### config.mk
export PLATFORM = sky130hd
export DESIGN_NAME = vrsc_win_cell
export DESIGN_NICKNAME = d
export VERILOG_FILES = /design/src/hdl/vrsc_pkg.sv /design/src/hdl/vrsc_win_cell.sv
export SDC_FILE = /design/constraint.sdc
export NUM_CORES = 1
export LEC_CHECK = 0
export BUFFER_PORTS_ARGS = -buffer_cell sky130_fd_sc_hd__buf_2
export CAP_MARGIN = 25
export CORE_MARGIN = 2
export CORE_UTILIZATION = 39
export DETAILED_ROUTE_END_ITERATION = 7
export PLACE_DENSITY = 0.76
export SLEW_MARGIN = 20
export SYNTH_ARGS = -nofsm -noshare
export SYNTH_HDL_FRONTEND = slang
export SYNTH_SLANG_ARGS = --single-unit
### constraint.sdc
create_clock -name clk -period 2.25 [get_ports clk]
set_input_delay 0.45 -clock clk [delete_from_list [all_inputs] [get_ports clk]]
set_output_delay 0.45 -clock clk [all_outputs]
set_load 0.02 [all_outputs]
### src/hdl/vrsc_pkg.sv
// ----------------------------------------------------------------------------
// vrsc_pkg : shared types and constants for the route split cost block
// Widths, cell row length and control bundles for the window and min-queue
// cell rows, plus the saturating cost adder.
// ----------------------------------------------------------------------------
package vrsc_pkg;

    localparam int MAX_CLIENTS = 1024;
    localparam int POS_W       = $clog2(MAX_CLIENTS);
    localparam int CNT_W       = POS_W + 1;
    localparam int DEMAND_W    = 16;
    localparam int DIST_W      = 32;
    localparam int DETOUR_W    = DIST_W + 1;
    localparam int COST_W      = 48;
    localparam int CAP_W       = 24;
    localparam int LOAD_W      = DEMAND_W + POS_W;
    localparam int CMP_W       = (LOAD_W > CAP_W) ? LOAD_W : CAP_W;

    localparam logic [CAP_W-1:0] CAP_RESET = CAP_W'(65535);

    typedef enum logic [2:0] {
        S_IDLE,
        S_PATH,
        S_COST,
        S_PUSH,
        S_POP,
        S_CLOSE,
        S_SUM
    } state_t;

    // one client slot of the capacity window
    typedef struct packed {
        logic                valid;
        logic [DEMAND_W-1:0] demand;
    } win_entry_t;

    typedef struct packed {
        logic                push;
        logic                pop;
        logic                clear;
        logic [DEMAND_W-1:0] demand;
    } win_ctl_t;

    // one route start held in the min-queue
    typedef struct packed {
        logic              valid;
        logic [COST_W-1:0] cost;
        logic [POS_W-1:0]  pos;
    } dq_entry_t;

    typedef struct packed {
        logic              push;
        logic              pop;
        logic              clear;
        logic [COST_W-1:0] cost;
        logic [POS_W-1:0]  pos;
    } dq_ctl_t;

    function automatic logic [COST_W-1:0] sat_add(input logic [COST_W-1:0] a,
                                                  input logic [COST_W-1:0] b);
        logic [COST_W:0] s;
        s = {1'b0, a} + {1'b0, b};
        return s[COST_W] ? {COST_W{1'b1}} : s[COST_W-1:0];
    endfunction

endpackage

### src/hdl/vrsc_win_cell.sv
// ----------------------------------------------------------------------------
// vrsc_win_cell : one slot of the demand window row
// Holds one client demand; shifts towards the head on a pop and takes the
// new demand when it is the first free slot on a push.
// ----------------------------------------------------------------------------
module vrsc_win_cell (
    input  logic                 clk,
    input  logic                 rst_n,
    input  vrsc_pkg::win_ctl_t   ctl,
    input  logic                 left_valid,
    input  vrsc_pkg::win_entry_t right,
    output vrsc_pkg::win_entry_t entry
);
    import vrsc_pkg::*;

    logic                valid_reg;
    logic                valid_next;
    logic [DEMAND_W-1:0] demand_reg;
    logic [DEMAND_W-1:0] demand_next;

    always_comb
    begin
        valid_next  = valid_reg;
        demand_next = demand_reg;
        if (ctl.clear)
        begin
            valid_next = 1'b0;
        end
        else if (ctl.pop)
        begin
            // advance towards the head
            valid_next  = right.valid;
            demand_next = right.demand;
        end
        else if (ctl.push && !valid_reg && left_valid)
        begin
            valid_next  = 1'b1;
            demand_next = ctl.demand;
        end
    end

    always_ff @(posedge clk or negedge rst_n)
    begin
        if (!rst_n)
        begin
            valid_reg <= 1'b0;
        end
        else
        begin
            valid_reg <= valid_next;
        end
    end

    always_ff @(posedge clk)
    begin
        demand_reg <= demand_next;
    end

    assign entry.valid  = valid_reg;
    assign entry.demand = demand_reg;

endmodule

# Yosys cells after proc, flatten, opt, wreduce, memory -nomap -nowiden
# Cells that the tools add are included.
[op_classes]
bitwise_logic = 1
n_mux = 5
n_reduce_logical = 6
[op_table]
columns = ["op", "count"]
rows = [
  ["$mux W16", 2],
  ["$mux W1", 3],
  ["$reduce_bool A3 Y1", 1],
  ["$logic_and A1 B1 Y1", 2],
  ["$reduce_and A2 Y1", 1],
  ["$reduce_bool A2 Y1", 1],
  ["$logic_not A1 Y1", 1],
  ["$not A1 Y1", 1],
]
[word_totals]
elab_cells = 14
ff_bits = 17
input_bits = 39

# Depth between registers and ports, before layout
[logic_depth]
depth_word = 6
mapped_depth = 4

# Least setup slack after synthesis
# No wires, ideal clock.
[synth_path]
kind = "in2reg"
from = "input ctl[17] in the netlist's numbering"
to = "register demand_reg[0] (enable)"
cell_stages = 4
slack_ps = 289
setup_time_ps = 394
n_path_buf = 2
arrival_time_ps = 1566
cell_sequence = "buf_6 > buf_12 > inv_1 > a21oi_1"
[synth_via]
elab_chain_cells = 2
[synth_rtl]
columns = ["item", "line", "source"]
rows = [
  ["start, declared", "vrsc_win_cell.sv:9", "input vrsc_pkg::win_ctl_t ctl,"],
  ["$reduce_bool A2 Y1 (no source line)", "--", ""],
  ["$reduce_and A2 Y1 (no source line)", "--", ""],
  ["end signal, assigned", "vrsc_win_cell.sv:56", "demand_reg <= demand_next;"],
  ["end, declared", "vrsc_win_cell.sv:18", "logic [DEMAND_W-1:0] demand_reg;"],
]
# No other way between the ends.
# A chain may end at the register's enable or synchronous reset.

# Worst setup path in the final report
[layout_path]
from = "input ctl[17] in the netlist's numbering"
to = "register demand_reg[5] (enable)"
# Same word-level chain as after synthesis.

==> flow_metrics.env <==
export IMPL_hp_start="ctl[16]"
export IMPL_core_area_um2=1940
export IMPL_synth_avg_cell_area_um2=18.9
export IMPL_gp_congestion=0.707
export IMPL_grt_max_degree=20
export IMPL_synth_adder_area_share=0
export IMPL_critPathRequiredTime_ns=2.23
export IMPL_ys_seq_area_frac=0.637
export IMPL_rows=16
export IMPL_port_buffers=55
export IMPL_syn_nets=81
export IMPL_hold_depth=2
export IMPL_die_h_um=49.1
export IMPL_synth_area_um2=793
export IMPL_relSlewSlack=0.700
export IMPL_worst_slew_pin_slew_ns=0.450
export IMPL_grt_ovfl_total=0
export IMPL_clk_path_buf_depth=2
export IMPL_grtUsageTotal=0.140
export IMPL_r2r_slack_ns=1.00
export IMPL_crit_slowest_cell="buf_2"
export IMPL_die_w_um=49.1
export IMPL_drcViolationCount=0
export IMPL_setup_viol=0
export IMPL_drv_cap=0
export IMPL_status="finished, final reports clean"
export IMPL_cts_setup_buffers=0
export IMPL_mostFrequentLayoutCells="buf_2 (55), edfxtp_1 (16), mux2_2 (9)"
export IMPL_initial_utilization=0.409
export IMPL_synth_area_mux_share=0.260
export IMPL_n_antenna_cell=0
export IMPL_numClockSinks=17
export IMPL_worstPathArrival_ns=1.29
export IMPL_pwr_density_cell_nw_per_um2=591
export IMPL_hp_class="input pin to register"
export IMPL_avgRoutedWirePerCell_um=11.9
export IMPL_fmax_ghz=0.765
export IMPL_r2r_start="valid_reg$_DFFE_PN0P_"
export IMPL_drtIter0Drc=3
export IMPL_setup_tns_ns=0
export IMPL_endpoint_kind="register"
export IMPL_antenna_found_initial=0
export IMPL_final_antenna_net_count=0
export IMPL_fin_crit_sh=0.581
export IMPL_min_to="valid_reg$_DFFE_PN0P_"
export IMPL_cts_tree="done"
export IMPL_largest_register_ffs=16
export IMPL_rr_worst_depth=3
export IMPL_synth_simple_area_share=0.0331
export IMPL_first_pass_iters=4
export IMPL_slew_violations=0
export IMPL_min_period_ns=1.31
export IMPL_wl_um=1520
export IMPL_critical_path_max_stage_delay_ns=0.37
export IMPL_htreeDepth=1
export IMPL_synth_top_family_by_area="multiplexers"
export IMPL_dieArea_um2=2410
export IMPL_worst_setup_path_start_kind="input pin"
export IMPL_first_global_vias=601
export IMPL_final_common_cell="buf_2"
export IMPL_grt_pass1_wl_um=2500
export IMPL_path_max_fanout=19
export IMPL_syn_inst=42
export IMPL_synth_xor_area_frac=0
export IMPL_cts_buffers=3
export IMPL_ys_ff_latch=17
export IMPL_irDropWorstVdd_v=0.000358
export IMPL_viasPerCell=4.50
export IMPL_power_leakage_nw=0.519
export IMPL_ys_warn_count=0
export IMPL_hold_viol=0
export IMPL_fin_util=0.571
export IMPL_clk_latency_ns=0.28
export IMPL_ios=56
export IMPL_nets=140
export IMPL_cts_root_buffer="clkbuf_4"
export IMPL_drive_above_1_share=0.770
export IMPL_nFillCells=178
export IMPL_rr_endpoint="demand_reg[5]$_DFFE_PP_"
export IMPL_area_delta_synth_final_pct=39.7
export IMPL_crit_chain="buf_2, inv_1, a21oi_1, buf_4"
export IMPL_grt_setup_unrepaired="no"
export IMPL_vias=572
export IMPL_ys_types=13
export IMPL_synth_compound_area_frac=0.0158
export IMPL_clock_skew_ns=0.000751
export IMPL_cts_clk_slew_worst_paths_ns=0.09
export IMPL_critical_path_class="input pin to register"
cell usage after synthesis (all sizes together):
library cell / count / area share
a211oi: 1 / 0.0095
a21oi: 1 / 0.0063
buf: 3 / 0.049
dfrtp: 1 / 0.032
edfxtp: 16 / 0.61
inv: 1 / 0.0047
mux2: 16 / 0.26
nand3b: 1 / 0.0095
nor2b: 1 / 0.017
nor3: 1 / 0.0063
per-stage QoR:
stage                     setup slack [ns]  total power (W)  cells  hold slack (ns)  instance area [µm²]
after CTS                            0.948         0.000664    127            0.325                 1110
final                                0.943         0.000655    127            0.333                 1110
after floorplan                      0.289         0.000459     42            0.154                  793
after detailed placement             0.637         0.000508    122            0.225                 1070
after global placement               0.681         0.000505    122            0.225                 1070
after global routing                 0.875         0.000689    127            0.321                 1110
metal layers:
metal,share of wire,vias up,global-route usage
met1,0.34,271,0.129
met5,0,-,0
met4,0.017,0,0.0571
met2,0.60,20,0.275
li1,-,277,-
met3,0.048,4,0.0429
worst max path at each step:
stage	slack (ns)	startpoint	to	depth (start not counted)
4_1_cts	0.95	valid_reg$_DFFE_PN0P_	entry[16]	1
6_report	0.94	ctl[17]	demand_reg[5]$_DFFE_PP_	4
3_5_place_dp	0.64	ctl[17]	demand_reg[5]$_DFFE_PP_	4
3_3_place_gp	0.68	ctl[17]	demand_reg[15]$_DFFE_PP_	4
5_1_grt	0.88	ctl[17]	demand_reg[3]$_DFFE_PP_	4
2_1_floorplan	0.29	ctl[17]	demand_reg[0]$_DFFE_PP_	4
worst max-delay path: cells and delay by family:
| family | cells | cell delay, ns |
|---|---|---|
| AO/OA/AOI/OAI | 1 | 0.13 |
| buffers and inverters | 3 | 0.70 |
cell type report:
cell class / count / area [µm²] / share of cell area
multi-input cells: 21 / 245 / 0.221
inverters: 1 / 3.75 / 0.00339
flip-flops and latches: 17 / 505 / 0.456
well taps: 27 / 33.8 / 0.0305
clock buffers: 3 / 22.5 / 0.0203
repair buffers: 57 / 293 / 0.264
clock inverters: 1 / 5.00 / 0.00451
kinds of logic (layout without fill, tap and decap cells):
logic type             count (synthesis)  after routing
buffers and inverters                  4             62
flip-flops                            17             17
multiplexers                          16             16
AND/OR/NAND/NOR                        3              3
AO/OA/AOI/OAI                          2              2
what timing repair did:
action | 4_1_cts | 5_1_grt
resized for setup | 0 | 0
hold buffers | 1 | 0
endpoints found under the setup margin | 0 | 0
hold endpoints to repair | 1 | 0
where the power goes:
part	internal (W)	leakage [nW]	switching, W
combinational	0.0000665	0.337	0.0000593
clock	0.0000659	0.0177	0.0000881
sequential	0.000370	0.164	0.00000500
total	0.000502	0.519	0.000152
(Power assumes the default switching activity.)
