===== src/hdl/vrsc_pkg.sv =====
// ----------------------------------------------------------------------------
// vrsc_pkg : shared types and constants for the route split cost block
// Widths, cell row length and control bundles for the window and min-queue
// cell rows, plus the saturating cost adder.
// ----------------------------------------------------------------------------
package vrsc_pkg;

    localparam int MAX_CLIENTS = 1024;
    localparam int POS_W       = $clog2(MAX_CLIENTS);
    localparam int CNT_W       = POS_W + 1;
    localparam int DEMAND_W    = 16;
    localparam int DIST_W      = 32;
    localparam int DETOUR_W    = DIST_W + 1;
    localparam int COST_W      = 48;
    localparam int CAP_W       = 24;
    localparam int LOAD_W      = DEMAND_W + POS_W;
    localparam int CMP_W       = (LOAD_W > CAP_W) ? LOAD_W : CAP_W;

    localparam logic [CAP_W-1:0] CAP_RESET = CAP_W'(65535);

    typedef enum logic [2:0] {
        S_IDLE,
        S_PATH,
        S_COST,
        S_PUSH,
        S_POP,
        S_CLOSE,
        S_SUM
    } state_t;

    // one client slot of the capacity window
    typedef struct packed {
        logic                valid;
        logic [DEMAND_W-1:0] demand;
    } win_entry_t;

    typedef struct packed {
        logic                push;
        logic                pop;
        logic                clear;
        logic [DEMAND_W-1:0] demand;
    } win_ctl_t;

    // one route start held in the min-queue
    typedef struct packed {
        logic              valid;
        logic [COST_W-1:0] cost;
        logic [POS_W-1:0]  pos;
    } dq_entry_t;

    typedef struct packed {
        logic              push;
        logic              pop;
        logic              clear;
        logic [COST_W-1:0] cost;
        logic [POS_W-1:0]  pos;
    } dq_ctl_t;

    function automatic logic [COST_W-1:0] sat_add(input logic [COST_W-1:0] a,
                                                  input logic [COST_W-1:0] b);
        logic [COST_W:0] s;
        s = {1'b0, a} + {1'b0, b};
        return s[COST_W] ? {COST_W{1'b1}} : s[COST_W-1:0];
    endfunction

endpackage


===== src/hdl/vrsc_dq_cell.sv =====
// ----------------------------------------------------------------------------
// vrsc_dq_cell : one slot of the monotonic min-queue row
// Holds a split cost and its route start; drops itself when a push brings a
// cost no larger, and shifts towards the head on a pop.
// ----------------------------------------------------------------------------
module vrsc_dq_cell (
    input  logic                clk,
    input  logic                rst_n,
    input  vrsc_pkg::dq_ctl_t   ctl,
    input  logic                left_keep,
    input  vrsc_pkg::dq_entry_t right,
    output vrsc_pkg::dq_entry_t entry,
    output logic                keep
);
    import vrsc_pkg::*;

    logic              valid_reg;
    logic              valid_next;
    logic [COST_W-1:0] cost_reg;
    logic [COST_W-1:0] cost_next;
    logic [POS_W-1:0]  pos_reg;
    logic [POS_W-1:0]  pos_next;

    // survives a push only if strictly cheaper than the incoming cost
    assign keep = valid_reg && (cost_reg < ctl.cost);

    always_comb
    begin
        valid_next = valid_reg;
        cost_next  = cost_reg;
        pos_next   = pos_reg;
        if (ctl.clear)
        begin
            valid_next = 1'b0;
        end
        else if (ctl.pop)
        begin
            valid_next = right.valid;
            cost_next  = right.cost;
            pos_next   = right.pos;
        end
        else if (ctl.push)
        begin
            valid_next = keep || left_keep;
            if (!keep && left_keep)
            begin
                cost_next = ctl.cost;
                pos_next  = ctl.pos;
            end
        end
    end

    always_ff @(posedge clk or negedge rst_n)
    begin
        if (!rst_n)
        begin
            valid_reg <= 1'b0;
        end
        else
        begin
            valid_reg <= valid_next;
        end
    end

    always_ff @(posedge clk)
    begin
        cost_reg <= cost_next;
        pos_reg  <= pos_next;
    end

    assign entry.valid = valid_reg;
    assign entry.cost  = cost_reg;
    assign entry.pos   = pos_reg;

endmodule


===== config.mk =====
export PLATFORM = sky130hd
export DESIGN_NAME = vrsc_dq_cell
export DESIGN_NICKNAME = d
export VERILOG_FILES = /design/src/hdl/vrsc_pkg.sv /design/src/hdl/vrsc_dq_cell.sv
export SDC_FILE = /design/constraint.sdc
export NUM_CORES = 1
export LEC_CHECK = 0
export BUFFER_PORTS_ARGS = -buffer_cell sky130_fd_sc_hd__buf_2
export CAP_MARGIN = 20
export CORE_AREA = 2 2 96 98
export DETAILED_ROUTE_END_ITERATION = 12
export DIE_AREA = 0 0 98 100
export GPL_TIMING_DRIVEN = 0
export PLACE_DENSITY_LB_ADDON = 0.25
export SLEW_MARGIN = 20
export SYNTH_ARGS = -nofsm -noshare
export SYNTH_HDL_FRONTEND = slang
export SYNTH_SLANG_ARGS = --single-unit

===== constraint.sdc =====
create_clock -name clk -period 4.5 [get_ports clk]
set_clock_uncertainty 0.2 [all_clocks]
set_input_delay 0.9 -clock clk [delete_from_list [all_inputs] [get_ports clk]]
set_output_delay 0.9 -clock clk [all_outputs]
set_load 0.05 [all_outputs]

# --- Word level (Yosys, flattened, before mapping) ---
# Index checks and enable logic that the tools add are counted.
# Widths: inputs -> output; s select.
classes:
  add_sub_neg: 0
  n_mul: 0
  n_div: 0
  n_lt_le_gt_ge: 1
  n_eq_ne: 0
  shifts: 0
  mux: 9
  bitwise_logic: 1
  reduce_logical: 8
op_table:
  columns: ["operator", "n"]
  rows:
  - ["$mux 48", 3]
  - ["$lt 48x48->1", 1]
  - ["$mux 10", 3]
  - ["$reduce_bool 2->1", 2]
  - ["$mux 1", 3]
  - ["$reduce_and 3->1", 1]
  - ["$reduce_bool 3->1", 1]
  - ["$logic_and 1x1->1", 2]
  - ["$logic_not 1->1", 1]
  - ["$logic_or 1x1->1", 1]
  - ["$not 1->1", 1]
word_totals:
  register_bits: 59
  latch_bits: 0
  mem_bits_rw: 0
  romBits: 0
  in_bits: 123
  out_inout_bits: 60
  wordCells: 22
  n_memories: 0

# --- Logic depth before layout (Yosys ltp) ---
logic_depth:
  ltp_word: 7
  mapped_depth: 8

# --- Worst setup path before layout ---
# OpenSTA, ideal clock, no wires.
synth_timing:
  path_type: "input-to-reg"
  start: "input ctl[24] in the netlist's numbering"
  end: "register cost_reg[0], enable pin"
  t_arrival_ns: 4.550
  setup_slack_ns: -0.718
  stages: 8
  n_path_buf: 0
  path_cell_list: "inv_1 -> ha_1 -> nand4_2 -> nor4_2 -> a32oi_1 -> a211oi_2 -> nor2_1 -> a211oi_2"
synth_between:
  elab_chain_len: 6
synth_lines:
  columns: ["element", "line", "rtl"]
  rows:
  - ["start: declaration", "vrsc_dq_cell.sv:9", "input vrsc_pkg::dq_ctl_t ctl,"]
  - ["$lt 48x48->1", "vrsc_dq_cell.sv:25", "assign keep = valid_reg && (cost_reg < ctl.cost);"]
  - ["$logic_and 1x1->1", "vrsc_dq_cell.sv:25", null]
  - ["$logic_not 1->1", "vrsc_dq_cell.sv:45", "if (!keep && left_keep)"]
  - ["$logic_and 1x1->1", "vrsc_dq_cell.sv:45", null]
  - ["$reduce_bool 2->1 (no line)", null, null]
  - ["$reduce_and 3->1 (no line)", null, null]
  - ["end signal: assignment", "vrsc_dq_cell.sv:67", "cost_reg <= cost_next;"]
  - ["end: declaration", "vrsc_dq_cell.sv:19", "logic [COST_W-1:0] cost_reg;"]
# No other way between the ends.
# A chain may end at the register's enable or synchronous reset.

# --- Final worst setup path ---
layout_timing:
  start: "input ctl[55] in the netlist's numbering"
  end: "output keep"
layout_between:
  elab_chain_len: 2
layout_lines:
  columns: ["element", "line", "rtl"]
  rows:
  - ["$lt 48x48->1", "vrsc_dq_cell.sv:25", null]
  - ["$logic_and 1x1->1", "vrsc_dq_cell.sv:25", null]
  - ["end: declaration", "vrsc_dq_cell.sv:13", "output logic keep"]
# No other way between the ends.

==> impl_table.tex <==
\begin{tabular}{lr}
\hline
Metric & Value \\
\hline
\multicolumn{2}{l}{\textbf{Timing}} \\
\quad Peak Freq & 246.7 MHz \\
\quad TNS Setup & 0 ps \\
\quad Setup violations, final & 0 \\
\quad Worst Hold Slack & 134.7 ps \\
\quad Number of hold violations in the final report & 0 \\
\quad Max-slew violation total from the final report & 0 \\
\quad Setup repair after global routing missed its margin & false \\
\quad Period utilization & 0.9008 \\
\quad Slew margin rel. & 0.5556 \\
\quad Minimum clock period & 4054 ps \\
\quad Slew @ Worst Pin & 664.5 ps \\
\multicolumn{2}{l}{\textbf{Setup path}} \\
\quad Combined buffer and inverter count along the critical path & 3 \\
\quad Required time of the worst setup path & 3400 ps \\
\quad Minimum setup slack among reg-to-reg paths & 930 ps \\
\quad Largest stage delay on the critical path & 510 ps \\
\quad Reg2reg path depth & 10 \\
\quad Dominant delay contributor by cell family on the critical path & simple AND/OR/NAND/NOR gates \\
\quad CP max-delay cell & sky130\_fd\_sc\_hd\_\_nor4\_2 \\
\quad Cell with the most instances on the worst path & sky130\_fd\_sc\_hd\_\_buf\_2 \\
\quad FF-to-FF End & pos\_reg[4] \\
\quad WS Path Type & primary input to primary output \\
\quad Critical-path cell list & buf\_2 > inv\_1 > ha\_1 > nand4\_1 > nor2\_1 > a22oi\_1 > nand4b\_1 > nor4\_2 > and2b\_2 > buf\_2 \\
\quad Launching element type of the critical path & primary input \\
\quad Critical-path maximum fanout & 3 \\
\quad Start of the worst register-to-register path & cost\_reg[39] \\
\quad Crit path DAT & 2950 ps \\
\quad Critical path capture point type & primary output \\
\multicolumn{2}{l}{\textbf{Synth}} \\
\quad Number of synthesized register bits & 59 \\
\quad Net count of the mapped netlist & 524 \\
\quad Cell taking the most area after synthesis & sky130\_fd\_sc\_hd\_\_edfxtp\_1 \\
\quad Yosys synthesis warning count & 0 \\
\quad Instance count of the mapped netlist & 354 \\
\quad Area contributors post-synth & sky130\_fd\_sc\_hd\_\_edfxtp\_1, sky130\_fd\_sc\_hd\_\_ha\_1, sky130\_fd\_sc\_hd\_\_o21ai\_0, sky130\_fd\_sc\_hd\_\_nand2\_1, sky130\_fd\_sc\_hd\_\_inv\_1 \\
\quad Post-synthesis instance area & between 3000 and 4000 sq um \\
\quad Average cell area after synthesis & 10.24 sq um \\
\quad Sequential area share after synthesis & 0.4874 \\
\quad Top cell type's share of synthesized area & 0.4805 \\
\quad Count of different cell masters after synthesis & 33 \\
\multicolumn{2}{l}{\textbf{Route}} \\
\quad Drt wl/cell & 14.20 um \\
\quad Post-route DRC & 0 \\
\quad Count of vias placed by the detailed router & roughly 3300 \\
\quad Total routed wirelength & 9.459 mm \\
\quad Detailed Route Iter0 Violations & between 100 and 150 \\
\quad Via count normalized by instance count & $\sim$5.0 \\
\quad Number of antenna-violating nets in the routed design & 0 \\
\quad Number of search-and-repair iterations in the first detailed-routing pass & 4 \\
\multicolumn{2}{l}{\textbf{GRT}} \\
\quad Gr ovfl total & 0 \\
\quad Wire length of the first global-routing pass & 15.32 mm \\
\quad Vias in the first global route & 3368 \\
\quad Largest net degree at the start of global routing & 16 \\
\quad Total routing resource utilization after global routing & 0.1937 \\
\quad Initial antenna violation count & 1 \\
\multicolumn{2}{l}{\textbf{Placement}} \\
\quad Estimated wirelength of the detail-placed design & around 7.7 mm \\
\quad Final weighted congestion of routability-driven global placement & 0.7873 \\
\quad Cell total after placement & 650 \\
\quad Port buffer count & 181 \\
\multicolumn{2}{l}{\textbf{Clock network}} \\
\quad CTS tree & done \\
\quad Post CTS Setup Buffer Count & 0 \\
\quad CTS hold repair buffers & 0 \\
\quad Post-cts resize count & 0 \\
\quad H-tree levels & 3 \\
\quad Bufs on Longest Clock Path & 2 \\
\quad Insertion delay to the later sink of the worst-skew pair & 330 ps \\
\quad Clock buffer count from CTS & 9 \\
\quad Master cell of the clock root buffer & sky130\_fd\_sc\_hd\_\_clkbuf\_8 \\
\quad CTS sink cnt & 59 \\
\quad Post-CTS clock slew at the launch and capture registers of the worst setup and hold paths & approximately 70 ps \\
\multicolumn{2}{l}{\textbf{Cells and area}} \\
\quad Count of filler cells inserted in the layout & about 830 \\
\quad Number of flip-flops in the largest register & 48 \\
\quad Final standard cell utilization of the core & 0.5514 \\
\quad Inserted Diodes & 0 \\
\quad Nets@finish & 720 \\
\quad Final instance count without filler cells & between 600 and 700 \\
\quad Layout Area Growth over Synthesis & 35.24\% \\
\quad Fraction of layout cells with a size suffix above 1 & 0.3982 \\
\quad Commonest non-fill, non-tap cells in the layout & sky130\_fd\_sc\_hd\_\_buf\_2, sky130\_fd\_sc\_hd\_\_nand2\_1, sky130\_fd\_sc\_hd\_\_edfxtp\_1 \\
\quad Most common cell after layout, fill and taps aside & sky130\_fd\_sc\_hd\_\_buf\_2 \\
\multicolumn{2}{l}{\textbf{Power}} \\
\quad Static leakage & 2.405 nW \\
\quad Worst vdd rail ir drop & roughly 0.00016 V \\
\quad Power share of the clock group & 0.284 \\
\quad Share of total power in sequential cells & 0.453 \\
\quad Final Power & 1.475 mW \\
\quad Logic gate share of total power & 0.263 \\
\quad Power per cell area & 300.9 nW/um\^{}2 \\
\quad Cell-internal power & 0.9794 mW \\
\quad Switching part of the total power & 0.3360 \\
\quad Net load switching power & between 0.4 and 0.5 mW \\
\multicolumn{2}{l}{\textbf{Hold path}} \\
\quad Kind of path behind the tightest hold check & primary input to async pin \\
\multicolumn{2}{l}{\textbf{Floorplan}} \\
\quad Overall die height & 100 um \\
\quad Effective utilization at floorplan & 0.4077 \\
\quad Placement row count & 35 \\
\quad Placeable core area & between 8000 and 9000 sq um \\
\quad I/O pin cnt & 183 \\
\quad Overall die area & 9800 sq um \\
\quad Die X-Extent & 98 um \\
\multicolumn{2}{l}{\textbf{Status}} \\
\quad Result of the run & complete, no violations \\
\multicolumn{2}{l}{\textbf{Job}} \\
\quad Max-cap viol count & 0 \\
\hline
\end{tabular}
[cell usage after synthesis]
master and n:
sky130_fd_sc_hd__a2111o_1 1, sky130_fd_sc_hd__a211oi_2 2, sky130_fd_sc_hd__a21boi_0 1, sky130_fd_sc_hd__a21o_1 3, sky130_fd_sc_hd__a21oi_1 19, sky130_fd_sc_hd__a221oi_1 2
sky130_fd_sc_hd__a22oi_1 1, sky130_fd_sc_hd__a32oi_1 1, sky130_fd_sc_hd__and2b_2 1, sky130_fd_sc_hd__and4_1 1, sky130_fd_sc_hd__buf_2 1, sky130_fd_sc_hd__buf_4 1
sky130_fd_sc_hd__clkbuf_1 11, sky130_fd_sc_hd__dfrtp_1 1, sky130_fd_sc_hd__edfxtp_1 58, sky130_fd_sc_hd__ha_1 47, sky130_fd_sc_hd__inv_1 48, sky130_fd_sc_hd__mux2_2 11
sky130_fd_sc_hd__mux2i_1 1, sky130_fd_sc_hd__nand2_1 58, sky130_fd_sc_hd__nand2b_1 2, sky130_fd_sc_hd__nand3_1 5, sky130_fd_sc_hd__nand4_1 6, sky130_fd_sc_hd__nand4_2 1
sky130_fd_sc_hd__nand4b_1 1, sky130_fd_sc_hd__nor2_1 8, sky130_fd_sc_hd__nor2b_1 1, sky130_fd_sc_hd__nor3_1 2, sky130_fd_sc_hd__nor4_2 2, sky130_fd_sc_hd__nor4b_2 1
sky130_fd_sc_hd__o21ai_0 54, sky130_fd_sc_hd__o2bb2ai_1 1, sky130_fd_sc_hd__o311a_1 1
[per-layer routing]
metal	wire length [um]	global-route usage	share of wire	up-vias
li1	-	-	-	1648
met1	4033	0.2406	0.43	1519
met2	4494	0.3272	0.48	133
met3	724	0.05153	0.077	19
met4	199	0.06944	0.021	2
met5	8	0	0.00085	-
[logic make-up after synthesis]
logic type	synth area share
AND/OR/NAND/NOR	0.1153
AO/OA/AOI/OAI	0.1336
buffers and inverters	0.06455
flip-flops	0.4874
adder cells (fa/ha/maj)	0.1622
multiplexers	0.03694
[worst max path at each step]
stage | from | to | slack [ps] | cells past startpoint
5_1_grt | ctl[29] | keep | 210 | 10
3_3_place_gp | ctl[49] | pos_reg[7] | -890 | 9
3_5_place_dp | ctl[49] | pos_reg[7] | 290 | 12
2_1_floorplan | ctl[24] | cost_reg[0] | 140 | 8
6_report | ctl[55] | keep | 450 | 10
4_1_cts | ctl[29] | keep | 400 | 10
[worst reg2reg max path: stages, from the launching register on]
cell                       delay, ps
sky130_fd_sc_hd__edfxtp_1        390
sky130_fd_sc_hd__ha_1            340
sky130_fd_sc_hd__nand4_1         160
sky130_fd_sc_hd__nor3_1          330
sky130_fd_sc_hd__nand3_1         200
sky130_fd_sc_hd__a211oi_2        310
sky130_fd_sc_hd__nor2_1          110
sky130_fd_sc_hd__a211oi_4        620
sky130_fd_sc_hd__buf_8           240
sky130_fd_sc_hd__buf_8           160
sky130_fd_sc_hd__buf_6           200
[stage by stage]
stage / area [sq um] / setup WS [ps]
6_report: 4902 / 446.4
5_1_grt: 4902 / 214.2
4_1_cts: 4902 / 404.4
3_5_place_dp: 4733 / 292.6
3_3_place_gp: 4677 / -895.0
2_1_floorplan: 3632 / 139.0
[area by class of cell]
class	count	area, sq um	share of cell area
clock buffer	9	123.9	0.02527
sequential	59	1767	0.3604
timing repair buffer	185	962.2	0.1963
inverter	48	180.2	0.03675
tap	111	138.9	0.02833
multi-input combinational	234	1632	0.3328
clock inverter	7	45.04	0.009188
buffer	13	53.80	0.01097
[power by group through the flow]
| stage | Combinational [mW] | Sequential [mW] | Clock [mW] |
|---|---|---|---|
| final | 0.389 | 0.668 | 0.419 |
| after global routing | 0.429 | 0.672 | 0.453 |
| after CTS | 0.392 | 0.668 | 0.434 |
| after detailed placement | 0.391 | 0.680 | 0 |
| after global placement | 0.374 | 0.681 | 0 |
| after floorplan | 0.138 | 0.795 | 0 |
Note: power is estimated with default switching activity, not from simulation.
